--- src/rtl/fcr_sqrt.sv ---
// ----------------------------------------------------------------------------
// fcr_sqrt
// Pipelined integer square root (floor), one root bit per stage.
// One transfer per cycle.
// ----------------------------------------------------------------------------
`default_nettype none

module fcr_sqrt #(
  parameter int IN_W   = 59,
  parameter int SIDE_W = 1
) (
  input  logic                     clk,
  input  logic                     rst,
  input  logic                     in_valid,
  input  logic [IN_W-1:0]          x,
  input  logic [SIDE_W-1:0]        side_in,
  output logic                     out_valid,
  output logic [(IN_W+1)/2-1:0]    root,
  output logic [SIDE_W-1:0]        side_out
);

  localparam int R_W = (IN_W + 1) / 2;
  localparam int X_W = 2 * R_W;

  logic [X_W-1:0]    xs     [R_W+1];
  logic [R_W+1:0]    rem    [R_W+1];
  logic [R_W-1:0]    rt     [R_W+1];
  logic [SIDE_W-1:0] side_s [R_W+1];
  logic              vld    [R_W+1];

  assign xs[0]     = X_W'(x);
  assign rem[0]    = '0;
  assign rt[0]     = '0;
  assign side_s[0] = side_in;
  assign vld[0]    = in_valid;

  for (genvar k = 0; k < R_W; k++) begin : g_step
    logic [R_W+3:0] acc;
    logic [R_W+3:0] trial;
    logic [R_W+3:0] diff;
    logic           ge;

    assign acc   = {rem[k], xs[k][X_W-1-2*k -: 2]};
    assign trial = (R_W + 4)'({rt[k], 2'b01});
    assign diff  = acc - trial;
    assign ge    = (acc >= trial);

    always_ff @(posedge clk) begin
      if (rst) begin
        vld[k+1] <= 1'b0;
      end else begin
        vld[k+1] <= vld[k];
      end
      rem[k+1]    <= ge ? diff[R_W+1:0] : acc[R_W+1:0];
      rt[k+1]     <= {rt[k][R_W-2:0], ge};
      xs[k+1]     <= xs[k];
      side_s[k+1] <= side_s[k];
    end
  end

  assign out_valid = vld[R_W];
  assign root      = rt[R_W];
  assign side_out  = side_s[R_W];

endmodule

`default_nettype wire

--- config.mk ---
export PLATFORM = sky130hd
export DESIGN_NAME = fcr_sqrt
export DESIGN_NICKNAME = d
export VERILOG_FILES = /design/src/rtl/fcr_sqrt.sv
export SDC_FILE = /design/constraint.sdc
export NUM_CORES = 2
export LEC_CHECK = 0
export ABC_AREA = 1
export BUFFER_PORTS_ARGS = -buffer_cell sky130_fd_sc_hd__buf_4
export CORE_ASPECT_RATIO = 1.1
export CORE_MARGIN = 4
export CORE_UTILIZATION = 68
export DETAILED_ROUTE_END_ITERATION = 10
export MAX_ROUTING_LAYER = met4
export PLACE_DENSITY_LB_ADDON = 0.05
export SYNTH_ARGS = -nofsm -noshare
export SYNTH_HDL_FRONTEND = slang
export SYNTH_SLANG_ARGS = --single-unit
--- constraint.sdc ---
create_clock -name clk -period 3.55 [get_ports clk]
set_input_delay 1.065 -clock clk [delete_from_list [all_inputs] [get_ports clk]]
set_output_delay 1.065 -clock clk [all_outputs]
set_load 0.005 [all_outputs]
; Word-level counts from Yosys, hierarchy flattened
; Cells that the tools add are included.
[classes]
n_div = 0
mux = 29
n_bitwise = 0
multipliers = 0
magnitude_cmp = 30
add_sub_neg = 29
reduce_logical = 0
n_eq_ne = 0
n_shift = 0
[op_table]
columns = operator, n
row1 = $mux 32, 28
row2 = $ge 34x10->1, 1
row3 = $ge 34x11->1, 1
row4 = $ge 34x12->1, 1
row5 = $ge 34x13->1, 1
row6 = $ge 34x14->1, 1
row7 = $ge 34x15->1, 1
row8 = $ge 34x16->1, 1
row9 = $ge 34x17->1, 1
row10 = $ge 34x18->1, 1
row11 = $ge 34x19->1, 1
row12 = $ge 34x20->1, 1
row13 = $ge 34x21->1, 1
row14 = $ge 34x22->1, 1
row15 = $ge 34x23->1, 1
row16 = $ge 34x24->1, 1
row17 = $ge 34x25->1, 1
row18 = $ge 34x26->1, 1
row19 = $ge 34x27->1, 1
row20 = $ge 34x28->1, 1
row21 = $ge 34x29->1, 1
row22 = $ge 34x3->1, 1
row23 = $ge 34x30->1, 1
row24 = $ge 34x31->1, 1
row25 = 37 further kinds, 37
[totals]
regBits = 2293
word_cells = 237
memories = 0
out_inout_bits = 32
romBits = 0
latch_bits = 0
ram_bits = 0

; Longest topological paths before layout
[logic_depth]
word_depth = 2
depth_mapped = 17

; Worst setup path before layout
; No wires, ideal clock.
[synth_path]
kind = register -> register
startpoint = register rt (netlist bit g_step[4].trial[3])
endpoint = register rem (netlist bit g_step[5].acc[22])
arrival_ns = 1.797
path_buffers = 1
slack_ns = 1.645
path_stages_with_launch = 14
cell_sequence = dfxtp_1 > inv_1 > ha_1 > a21oi_1 > o21ai_1 > nand2_1 > nand2_2 > nor2_4 > nand3_1 > nor2_4 > inv_2 > buf_4 > nand2_1 > inv_1
[synth_between]
elab_chain_cells = 2
word_cells_on_any_way = 3
classes_between = 1 x add/sub / 1 x order compare / 1 x mux
[synth_rtl]
columns = item, line
row1 = start: declaration, 27  ; logic [R_W-1:0] rt [R_W+1];
row2 = start signal: indexed assignment, 55  ; rt[k+1] <= {rt[k][R_W-2:0], ge};
row3 = $ge 34x6->1, 46  ; assign ge = (acc >= trial);
row4 = named net g_step[4].ge, 41  ; logic ge;
row5 = $mux 32, 54  ; rem[k+1] <= ge ? diff[R_W+1:0] : acc[R_W+1:0];
row6 = end signal: indexed assignment, 54
row7 = end: declaration, 26  ; logic [R_W+1:0] rem [R_W+1];
; The timed path passes the listed nets, and every way through them passes these cells.
; A chain may end at the register's enable or synchronous reset.

; Final worst setup path
[layout_path]
startpoint = register rt (netlist bit g_step[11].trial[9])
endpoint = register rem (netlist bit g_step[12].acc[27])
[layout_between]
elab_chain_cells = 2
word_cells_on_any_way = 3
classes_between = 1 x add/sub / 1 x order compare / 1 x mux
[layout_rtl]
columns = item, line
row1 = $sub 32x13->32 or $ge 34x13->1 (tied branches), "45, 46"
row2 = $mux 32 *, 54
; Mark *: on every way between the ends. The rest lies on a longest branch, timed or not.

==> flow_metrics.env <==
export IMPL_drt_iter0_drc=9961
export IMPL_dpl_cell_count=16100
export IMPL_yosysTopAreaCell="dfxtp_1"
export IMPL_final_common_cell="nand2_1"
export IMPL_drc=12
export IMPL_hold_class="primary input to flop"
export IMPL_cp_max_fo=25
export IMPL_port_buffers=94
export IMPL_yosysSeqAreaShare_pct=45.1
export IMPL_wl_per_cell_um=18.1
export IMPL_overflow=0
export IMPL_cts_buffers=208
export IMPL_syn_area_mm2=0.101
export IMPL_path_cells="inv_1 > ha_1 > nand2_1 > nor2_1 > nand4_1 > nand3_1 > nand2_1 > nand3_2 > buf_4 > inv_2 > a21oi_1"
export IMPL_synth_area_leaders="dfxtp_1 (45%), nand2_1 (18%), inv_1 (9.2%)"
export IMPL_crit_buf_inv=3
export IMPL_period_share_pct=85.3
export IMPL_drive_gt1_share_pct=4.31
export IMPL_cts_setup_buffers=0
export IMPL_critPathMaxStageDelay_ps=400
export IMPL_dp_hpwl_um=224000
export IMPL_async_flop_share_pct=0
export IMPL_grt_pass1_wl_um=470000
export IMPL_finalWirelength_um=300000
export IMPL_hold_ws_ps=288
export IMPL_regArea_mm2=0.0454
export IMPL_core_region_area_mm2=0.147
export IMPL_end_kind="flop"
export IMPL_dr_pass1_iters=11
export IMPL_ir_worst_vdd_uv=788
export IMPL_die_height_um=412
export IMPL_crit_required_ps=4310
export IMPL_synth_seq_cells=2269
export IMPL_pre_cts_ws_ps=844
export IMPL_max_freq_mhz=330
export IMPL_dieArea_mm2=0.154
export IMPL_drv_cap=0
export IMPL_period_needed_ps=3030
export IMPL_slew_limit_headroom_pct=37.0
export IMPL_yosysWarnings=0
export IMPL_drtAntennaViolNets=0
export IMPL_worst_pin_slew_ps=934
export IMPL_cts_sinks=2269
export IMPL_syn_inst=14200
export IMPL_path_clk_slew_ps=70
export IMPL_setup_viol=0
export IMPL_rsz0062_at_grt="no"
export IMPL_cp_top_family="simple AND/OR/NAND/NOR gates"
export IMPL_syn_num_nets=14800
export IMPL_critPathLaunchType="flop"
export IMPL_violations="DRC"
export IMPL_grt_pass1_vias=89300
export IMPL_finalWorstSetupSlack_ps=523
export IMPL_ctsResizeCount=0
export IMPL_fin_nets=15000
export IMPL_layout_common_cells="nand2_1 (4925), inv_1 (2477), dfxtp_1 (2269)"
export IMPL_path_common_cell="nand2_1"
export IMPL_grt_antenna_before_repair=4
export IMPL_hold_buffers=0
export IMPL_slew_violations=0
export IMPL_critPathSlowestCell="dfxtp_1"
export IMPL_gp_congestion=1.08
export IMPL_skew_ps=52.6
export IMPL_insertion_delay_ps=860
export IMPL_fin_cells=16500
export IMPL_clock_path_buffers=3
export IMPL_yosysUniqueCellTypes=54
export IMPL_rows=147
export IMPL_ios=95
export IMPL_grtUsageTotal_pct=39.0
export IMPL_final_util_pct=75.5
export IMPL_dr_total_vias=92100
export IMPL_critPathArrivalTime_ps=3790
export IMPL_cts_htree_levels=4
export IMPL_p_per_area_mw_per_mm2=696
export IMPL_die_w_um=375
export IMPL_grt_max_degree=44
export IMPL_synth_ff_type="dfxtp_1"
export IMPL_p_leak_nw=60.6
export IMPL_setup_tns_ps=0
export IMPL_synth_top_area_share_pct=45.1
export IMPL_multi_input_area_mm2=0.0452
export IMPL_critPathKind="flop to flop"
export IMPL_avgSynthCellArea_um2=7.10
export IMPL_areaGrowthSynthToFinish_pct=9.83
export IMPL_fill_cells=10700
export IMPL_post_drt_via_cell_ratio=5.57
export IMPL_status="finished, violations left"
export IMPL_finalHoldViolCount=0
export IMPL_cts_tree="yes"
export IMPL_synth_edf_count=0
export IMPL_initial_core_util_pct=68.8
export IMPL_cts_root_buf="clkbuf_16"
synth_stat cells, types with 70 or more instances:
cell         n
nand3_1    756
nor3_1     178
nand2_1   4925
nand4_1    196
a21oi_1    547
nor2_1    1182
xor2_1     256
o21ai_0    240
nand3b_1   123
buf_2       70
dfxtp_1   2269
xnor2_1    104
ha_1       493
inv_1     2477
power by group:
part,internal (mW),switching (mW),total (mW)
registers,29.7,4.12,33.8
clock network,13.4,10.3,23.6
logic,6.25,13.3,19.6
total,49.4,27.7,77.1
final timing paths:
check / startpoint / endpoint / slack (ps) / cells after the start
worst max-delay path: g_step[11].trial[9]$_DFF_P_ / g_step[12].acc[27]$_DFF_P_ / 520 / 11
worst min-delay path: x[26] / xs[1766]$_DFF_P_ / 290 / 1
worst max register to register: g_step[11].trial[9]$_DFF_P_ / g_step[12].acc[27]$_DFF_P_ / 520 / 11
worst min register to register: xs[1753]$_DFF_P_ / xs[1693]$_DFF_P_ / 300 / 0
flip-flops by register name (all words and copies together), names as in the netlist:
signal,flops
root,30
side_out,1
g_step.trial,435
out_valid,1
side_s,29
g_step.acc,932
vld,29
xs,812
routing by layer:
| layer | vias up | GRT usage, % | share of wire [%] |
|---|---|---|---|
| li1 | 43900 | - | - |
| met1 | 41600 | 45.9 | 38 |
| met2 | 5165 | 64.4 | 46 |
| met3 | 1461 | 6.56 | 8.7 |
| met4 | 0 | 20.5 | 6.4 |
| met5 | - | - | 0 |
kinds of logic after synthesis:
family	synth area share (%)
AND/OR/NAND/NOR	30.9
buffers and inverters	10.1
flip-flops	45.1
AO/OA/AOI/OAI	4.72
adder cells (fa/ha/maj)	6.12
XOR/XNOR	3.13
other	0.00372
worst register-to-register path, delay by kind of cell, from the launching register on:
family                   cells  cell delay (ps)
AND/OR/NAND/NOR              6             1240
buffers and inverters        3              650
flip-flops                   1              400
adder cells (fa/ha/maj)      1              350
AO/OA/AOI/OAI                1              290
through the flow:
step | total power [mW] | area (um^2)
2_1_floorplan | 46.2 | 101000
3_3_place_gp | 52.0 | 103000
3_5_place_dp | 52.6 | 103000
4_1_cts | 76.4 | 111000
5_1_grt | 80.7 | 111000
6_report | 77.1 | 111000
layout make-up:
cell class / count / share of cell area [%]
clock buffers: 266 / 5.20
multi-input cells: 9306 / 40.8
diodes: 3 / 0.00678
flip-flops and latches: 2269 / 41.0
clock inverters: 114 / 1.40
inverters: 2500 / 8.48
well taps: 1937 / 2.19
repair buffers: 129 / 0.875
No activity file was read; power rests on OpenSTA's default activity.
