--- config.mk ---
export PLATFORM = sky130hd
export DESIGN_NAME = fcr_div
export DESIGN_NICKNAME = d
export VERILOG_FILES = /design/src/rtl/fcr_div.sv
export SDC_FILE = /design/constraint.sdc
export NUM_CORES = 2
export LEC_CHECK = 0
export BUFFER_PORTS_ARGS = -buffer_cell sky130_fd_sc_hd__buf_4
export CORE_AREA = 2 2 466 468
export CTS_CLUSTER_SIZE = 40
export DETAILED_ROUTE_END_ITERATION = 16
export DIE_AREA = 0 0 468 470
export PLACE_DENSITY_LB_ADDON = 0.25
export SLEW_MARGIN = 20
export SYNTH_ARGS = -nofsm -noshare
export SYNTH_HDL_FRONTEND = slang
export SYNTH_SLANG_ARGS = --single-unit
--- constraint.sdc ---
create_clock -name clk -period 4.3 [get_ports clk]
set_input_delay 0.43 -clock clk [delete_from_list [all_inputs] [get_ports clk]]
set_output_delay 0.43 -clock clk [all_outputs]
set_load 0.005 [all_outputs]
--- src/rtl/fcr_div.sv ---
// ----------------------------------------------------------------------------
// fcr_div
// Pipelined restoring divider, one quotient bit per stage. The numerator
// must be below den << Q_W. One transfer per cycle.
// ----------------------------------------------------------------------------
`default_nettype none

module fcr_div #(
  parameter int NUM_W  = 48,
  parameter int DEN_W  = 32,
  parameter int Q_W    = 28,
  parameter int SIDE_W = 1
) (
  input  logic              clk,
  input  logic              rst,
  input  logic              in_valid,
  input  logic [NUM_W-1:0]  num,
  input  logic [DEN_W-1:0]  den,
  input  logic [SIDE_W-1:0] side_in,
  output logic              out_valid,
  output logic [Q_W-1:0]    quo,
  output logic [SIDE_W-1:0] side_out
);

  logic [DEN_W-1:0]  rem    [Q_W+1];
  logic [Q_W-1:0]    quo_s  [Q_W+1];
  logic [Q_W-1:0]    low    [Q_W+1];
  logic [DEN_W-1:0]  den_s  [Q_W+1];
  logic [SIDE_W-1:0] side_s [Q_W+1];
  logic              vld    [Q_W+1];

  assign rem[0]    = DEN_W'(num >> Q_W);
  assign quo_s[0]  = '0;
  assign low[0]    = num[Q_W-1:0];
  assign den_s[0]  = den;
  assign side_s[0] = side_in;
  assign vld[0]    = in_valid;

  for (genvar k = 0; k < Q_W; k++) begin : g_step
    logic [DEN_W:0] acc;
    logic [DEN_W:0] diff;
    logic           ge;

    assign acc  = {rem[k], low[k][Q_W-1-k]};
    assign diff = acc - {1'b0, den_s[k]};
    assign ge   = (acc >= {1'b0, den_s[k]});

    always_ff @(posedge clk) begin
      if (rst) begin
        vld[k+1] <= 1'b0;
      end else begin
        vld[k+1] <= vld[k];
      end
      rem[k+1]    <= ge ? diff[DEN_W-1:0] : acc[DEN_W-1:0];
      quo_s[k+1]  <= {quo_s[k][Q_W-2:0], ge};
      low[k+1]    <= low[k];
      den_s[k+1]  <= den_s[k];
      side_s[k+1] <= side_s[k];
    end
  end

  assign out_valid = vld[Q_W];
  assign quo       = quo_s[Q_W];
  assign side_out  = side_s[Q_W];

endmodule

`default_nettype wire

== After elaboration in Yosys (flattened, before gate mapping) ==
Cells that the tools add are included.
Operators by class
  $add $sub $neg: 27
  $lt $le $gt $ge: 28
  multiplexer cells: 27
Operators by type and width (count)
  33-bit by 32-bit >= comparator with 1-bit output: 27
  32-bit 2-to-1 mux: 26
  32-bit subtractor: 26
  21-bit by 32-bit >= comparator with 1-bit output: 1
  21-bit by 32-bit subtractor with 32-bit output: 1
  21-bit 2-to-1 mux: 1
Word-level totals
  flip-flop bits (word level): 2568
  bits of input ports: 84

== Logic depth before layout (Yosys ltp) ==
  depth in word-level cells: 2
  depth in mapped cells: 15
  depth with buffers taken out: 14

== Worst setup path before layout ==
OpenSTA, ideal clock, no wires.
  path type: reg-to-reg
  start point: register den_s[737] (netlist bit)
  end point: register rem (netlist bit g_step[6].acc[10])
  setup time: 0.121 ns
  arrival: 3.141 ns
  setup slack: 1.038 ns
  stages on the path, launching flop included: 15
  path buffers: 1
  path through: dfxtp_1 inv_1 ha_1 nor2b_1 o31a_1 nor4_4 o21ba_2 o31ai_2 a221o_1 a311oi_2 nor2b_1 o221ai_1 nand2_2 buf_6 mux2_4
On the way
  word-level cells in the longest chain between the ends: 2
Ends and longest elaborated chain
  start: declaration: RTL line 28  | logic [DEN_W-1:0] den_s [Q_W+1];
  start signal: indexed assignment: RTL line 57  | den_s[k+1] <= den_s[k];
  32-bit subtractor or 33-bit by 32-bit >= comparator with 1-bit output (tied branches): RTL line 45, 46
  32-bit 2-to-1 mux (*): RTL line 54  | rem[k+1] <= ge ? diff[DEN_W-1:0] : acc[DEN_W-1:0];
  end signal: indexed assignment: RTL line 54
  end: declaration: RTL line 25  | logic [DEN_W-1:0] rem [Q_W+1];
Every way passes the cells marked *; elsewhere a longest branch is shown, timed or not.
A chain may end at the register's enable or synchronous reset.

== Worst setup path after layout ==
  start point: register den_s[578] (netlist bit)
  end point: register rem (netlist bit g_step[11].acc[6])
Same word-level chain as after synthesis.

==> impl_results.rst <==
.. list-table::
   :header-rows: 1

   * - Metric
     - Value
   * - Outcome
     - finished clean
   * - Arrival time worst endpoint
     - 4.92 ns
   * - Final total negative setup slack
     - 0 ns
   * - CTS Buffer Depth
     - 4
   * - Critical Path End Type
     - flop
   * - Setup ws final
     - 0.2034 ns
   * - Post-Place Setup Slack
     - 0.1693 ns
   * - Critical path fanouts, max
     - 54
   * - Most area-consuming cells after synthesis
     - sky130_fd_sc_hd__dfxtp_1, sky130_fd_sc_hd__ha_1, sky130_fd_sc_hd__a21oi_1, sky130_fd_sc_hd__inv_1, sky130_fd_sc_hd__xnor2_1
   * - Type of element launching the critical path
     - flop
   * - Maximum clock frequency
     - 244.1 MHz
   * - Endpoints failing hold
     - 0
   * - Setup clock skew after layout
     - 0.05356 ns
   * - Share of synthesized cell area in and, or, nand and nor gates
     - 0.09552
   * - Post-route cell area
     - 121600 µm²
   * - Critical Path RT
     - 5.12 ns
   * - #FFs+latches synth
     - 2568
   * - Number of antenna violations at the first check in global routing
     - 2
   * - Hold/Removal Path Class
     - input pin to flop
   * - Most used cells in the layout excluding fill and tap cells
     - sky130_fd_sc_hd__dfxtp_1, sky130_fd_sc_hd__inv_1, sky130_fd_sc_hd__ha_1, sky130_fd_sc_hd__a21oi_1, sky130_fd_sc_hd__nand2_1
   * - Post-synthesis sequential area ratio
     - 0.4806
   * - Reg-to-Reg Start
     - den_s[578]
   * - Worst Reg-to-Reg Cells
     - 13
   * - Hold path endpoint
     - low[781]
   * - Residual overflow from global routing
     - 0
   * - Area fraction in compound gates after synthesis
     - 0.1644
   * - WS Path Type
     - flop to flop
   * - DRC violations left
     - 0
   * - Number of buffer cells added on primary ports
     - 113
   * - Number of enable flip-flop cells after synthesis
     - 0
   * - Average instance area after synthesis
     - 9.797 µm²
   * - DR vias/cell
     - 5.334
   * - Power density over the cells
     - 790.6 nW/µm²
   * - Number of clock buffers inserted by TritonCTS
     - 290
   * - Number of nets in the finished design
     - 12210
   * - Global-route total usage across every layer
     - 0.2271
   * - Nets in the synthesized netlist
     - 11910
   * - Largest voltage drop on the vdd net
     - 436.4 µV
   * - Proportion of synthesized area in mux cells
     - 0.03986
   * - Lkg Pwr
     - 0.05642 µW
   * - Num rows
     - 171
   * - Starting DRC count in detailed routing
     - 4506
   * - Global-route wire length before repair
     - 402500 µm
   * - Most common library cell in the layout ignoring fill and taps
     - sky130_fd_sc_hd__dfxtp_1
   * - Routed WL per cell
     - 17.91 µm
   * - Total power consumption of the routed design
     - 96130 µW
   * - Vert. Die Dim
     - 470 µm
   * - Core area
     - 215700 µm²
   * - Pins Over Slew Limit
     - 0
   * - Detailed-router iteration count before antenna repair
     - 6
   * - Xor/xnor share of the synthesized area
     - 0.06075
   * - Later-pin clock latency in the skew report
     - 0.94 ns
   * - Routability-driven placement congestion ratio
     - 0.9286
   * - Worst max-slew margin expressed relative to the limit
     - 0.3459
   * - Internal reg-to-reg setup slack
     - 0.20 ns
   * - Die Wd
     - 468 µm
   * - Synthesis warning total
     - 0
   * - Effective utilization at floorplan
     - 0.4960
   * - Final Hold Slack
     - 0.1388 ns
   * - Post-CTS Repair Setup Buffers
     - 0
   * - CTS root buffer
     - sky130_fd_sc_hd__clkbuf_16
   * - Area enclosed by the die boundary
     - 220000 µm²
   * - Clock edge transition at the registers on the reported setup and hold paths
     - 0.06 ns
   * - Clock sink count
     - 2568
   * - Final worst-path cycle share
     - 0.9527
   * - Clock period minus final worst setup slack
     - 4.097 ns
   * - Synth top area share
     - 0.4806
   * - Transition time at the pin with the least slew margin
     - 0.9812 ns
   * - Post-Synth Adder-Cell Area
     - 0.1086
   * - Max-capacitance violation count
     - 0
   * - Reg-to-reg endpoint
     - g_step[11].acc[6]
   * - Top-level port count
     - 114
   * - Count of nets left with antenna violations after detail routing
     - 0
   * - Post-Synthesis Cells
     - 10920
   * - Clock H-tree levels
     - 5
   * - Cell accounting for the most synthesized area
     - sky130_fd_sc_hd__dfxtp_1
   * - Hold Path Cell Cnt
     - 2
   * - Number of vias in the routed layout
     - 76150
   * - Placement-stage cell area
     - 111100 µm²
   * - Placed wire-length estimate after detailed placement
     - 199000 µm
   * - Pin count of the biggest net entering global routing
     - 62
   * - Startpoint of the most critical setup path
     - den_s[578]
   * - Layout Area Growth over Synthesis
     - 13.68%
   * - Largest family of logic cells by synthesized area
     - compound AO/OA/AOI/OAI gates
   * - CTS tree
     - done
   * - Startpoint of the worst hold path
     - num[25]
   * - Post-synth cell types
     - 101
   * - Fraction of layout cells with a size suffix above 1
     - 0.09580
   * - Top FF cell, synth
     - sky130_fd_sc_hd__dfxtp_1
   * - Sum of routed wire length over all layers
     - 255700 µm
   * - RSZ-0062 raised after global routing
     - no
   * - Post-synth ARST share
     - 0
   * - Vias in the first global route
     - 76050
   * - Final setup violating endpoints
     - 0
   * - Netlist Area Pre-Place
     - 107000 µm²
routing by layer:
metal,GRT usage,up-vias,wire [µm]
met2,0.4180,1604,130700
met3,0.02860,612,8752
met5,0,-,0
met4,0.09997,0,11230
li1,-,38200,-
met1,0.2604,35730,105000
critical path, cell delays in order, from the launching register on:
cell and delay [ns]:
sky130_fd_sc_hd__dfxtp_1 0.43, sky130_fd_sc_hd__inv_1 0.08, sky130_fd_sc_hd__ha_1 0.38, sky130_fd_sc_hd__o21a_1 0.17, sky130_fd_sc_hd__o31a_1 0.21, sky130_fd_sc_hd__o311a_1 0.24, sky130_fd_sc_hd__o221ai_1 0.21, sky130_fd_sc_hd__o221ai_1 0.42
sky130_fd_sc_hd__a2bb2oi_1 0.21, sky130_fd_sc_hd__o21ai_1 0.43, sky130_fd_sc_hd__a31oi_2 0.15, sky130_fd_sc_hd__o21ai_4 0.31, sky130_fd_sc_hd__buf_12 0.29, sky130_fd_sc_hd__mux2_2 0.40
worst max-delay path by stage:
stage,slack (ns),cells after the start,to
2_1_floorplan,1.04,14,g_step[6].acc[10]
3_3_place_gp,0.19,9,g_step[12].acc[5]
3_5_place_dp,0.17,13,g_step[11].acc[5]
4_1_cts,0.15,13,g_step[11].acc[28]
5_1_grt,0.04,13,g_step[8].acc[5]
6_report,0.20,13,g_step[11].acc[6]
area by class of cell:
class	count	area, µm²
inverters	1102	4136
multi-input cells	6979	50380
repair buffers	276	2482
diodes	1	2.502
fillers	18660	94070
well taps	2854	3571
clock inverters	113	1410
clock buffers	382	8209
flip-flops and latches	2568	51410
Yosys cell counts (27+ instances only):
cell,instances
sky130_fd_sc_hd__a211oi_1,88
sky130_fd_sc_hd__a21boi_0,28
sky130_fd_sc_hd__a21o_1,453
sky130_fd_sc_hd__a21oi_1,882
sky130_fd_sc_hd__a31oi_1,85
sky130_fd_sc_hd__and2_1,34
sky130_fd_sc_hd__and3_1,78
sky130_fd_sc_hd__buf_2,62
sky130_fd_sc_hd__buf_4,32
sky130_fd_sc_hd__clkbuf_1,164
sky130_fd_sc_hd__dfxtp_1,2568
sky130_fd_sc_hd__fa_1,27
sky130_fd_sc_hd__ha_1,885
sky130_fd_sc_hd__inv_1,1101
sky130_fd_sc_hd__mux2_2,311
sky130_fd_sc_hd__mux2i_1,33
sky130_fd_sc_hd__nand2_1,659
sky130_fd_sc_hd__nand2b_1,112
sky130_fd_sc_hd__nand3_1,152
sky130_fd_sc_hd__nand4_1,147
sky130_fd_sc_hd__nor2_1,566
sky130_fd_sc_hd__nor2b_1,165
sky130_fd_sc_hd__nor3_1,102
sky130_fd_sc_hd__nor4_1,39
sky130_fd_sc_hd__o211ai_1,29
sky130_fd_sc_hd__o21a_1,112
sky130_fd_sc_hd__o21ai_0,638
sky130_fd_sc_hd__o21ai_1,31
sky130_fd_sc_hd__o21bai_1,99
sky130_fd_sc_hd__o31a_1,29
sky130_fd_sc_hd__o31ai_1,54
sky130_fd_sc_hd__or3_1,30
sky130_fd_sc_hd__xnor2_1,457
sky130_fd_sc_hd__xor2_1,285
stage by stage:
stage	std cells	util
after floorplan	10920	-
after global placement	13700	0.5152
after detailed placement	13700	0.5152
after CTS	14270	0.5637
after global routing	14280	0.5638
final	14280	0.5638
logic make-up (layout without fill, tap and decap cells):
logic type / count (synthesis) / count (layout)
flip-flops: 2568 / 2568
XOR/XNOR: 742 / 742
other: 0 / 1
AND/OR/NAND/NOR: 2155 / 2155
AO/OA/AOI/OAI: 2796 / 2796
adder cells (fa/ha/maj): 912 / 912
multiplexers: 374 / 374
buffers and inverters: 1371 / 1873
power breakdown:
part / total, µW / internal (µW) / switching (µW)
clock: 24700 / 15100 / 9570
combinational: 38800 / 17600 / 21200
sequential: 32600 / 29300 / 3320
total: 96100 / 62000 / 34100
state kept, by name, summed over array words and instances, names as in the netlist:
| name | cells |
|---|---|
| den_s | 864 |
| g_step.acc | 891 |
| low | 351 |
| out_valid | 1 |
| quo | 28 |
| quo_s | 378 |
| side_out | 1 |
| side_s | 27 |
| vld | 27 |
what timing repair did:
item | 4_1_cts | 5_1_grt
setup endpoints to repair | 0 | 30
gates resized for setup | 0 | 4
hold buffers | 84 | 0
hold endpoints to repair | 121 | 0
(Power assumes the default switching activity.)
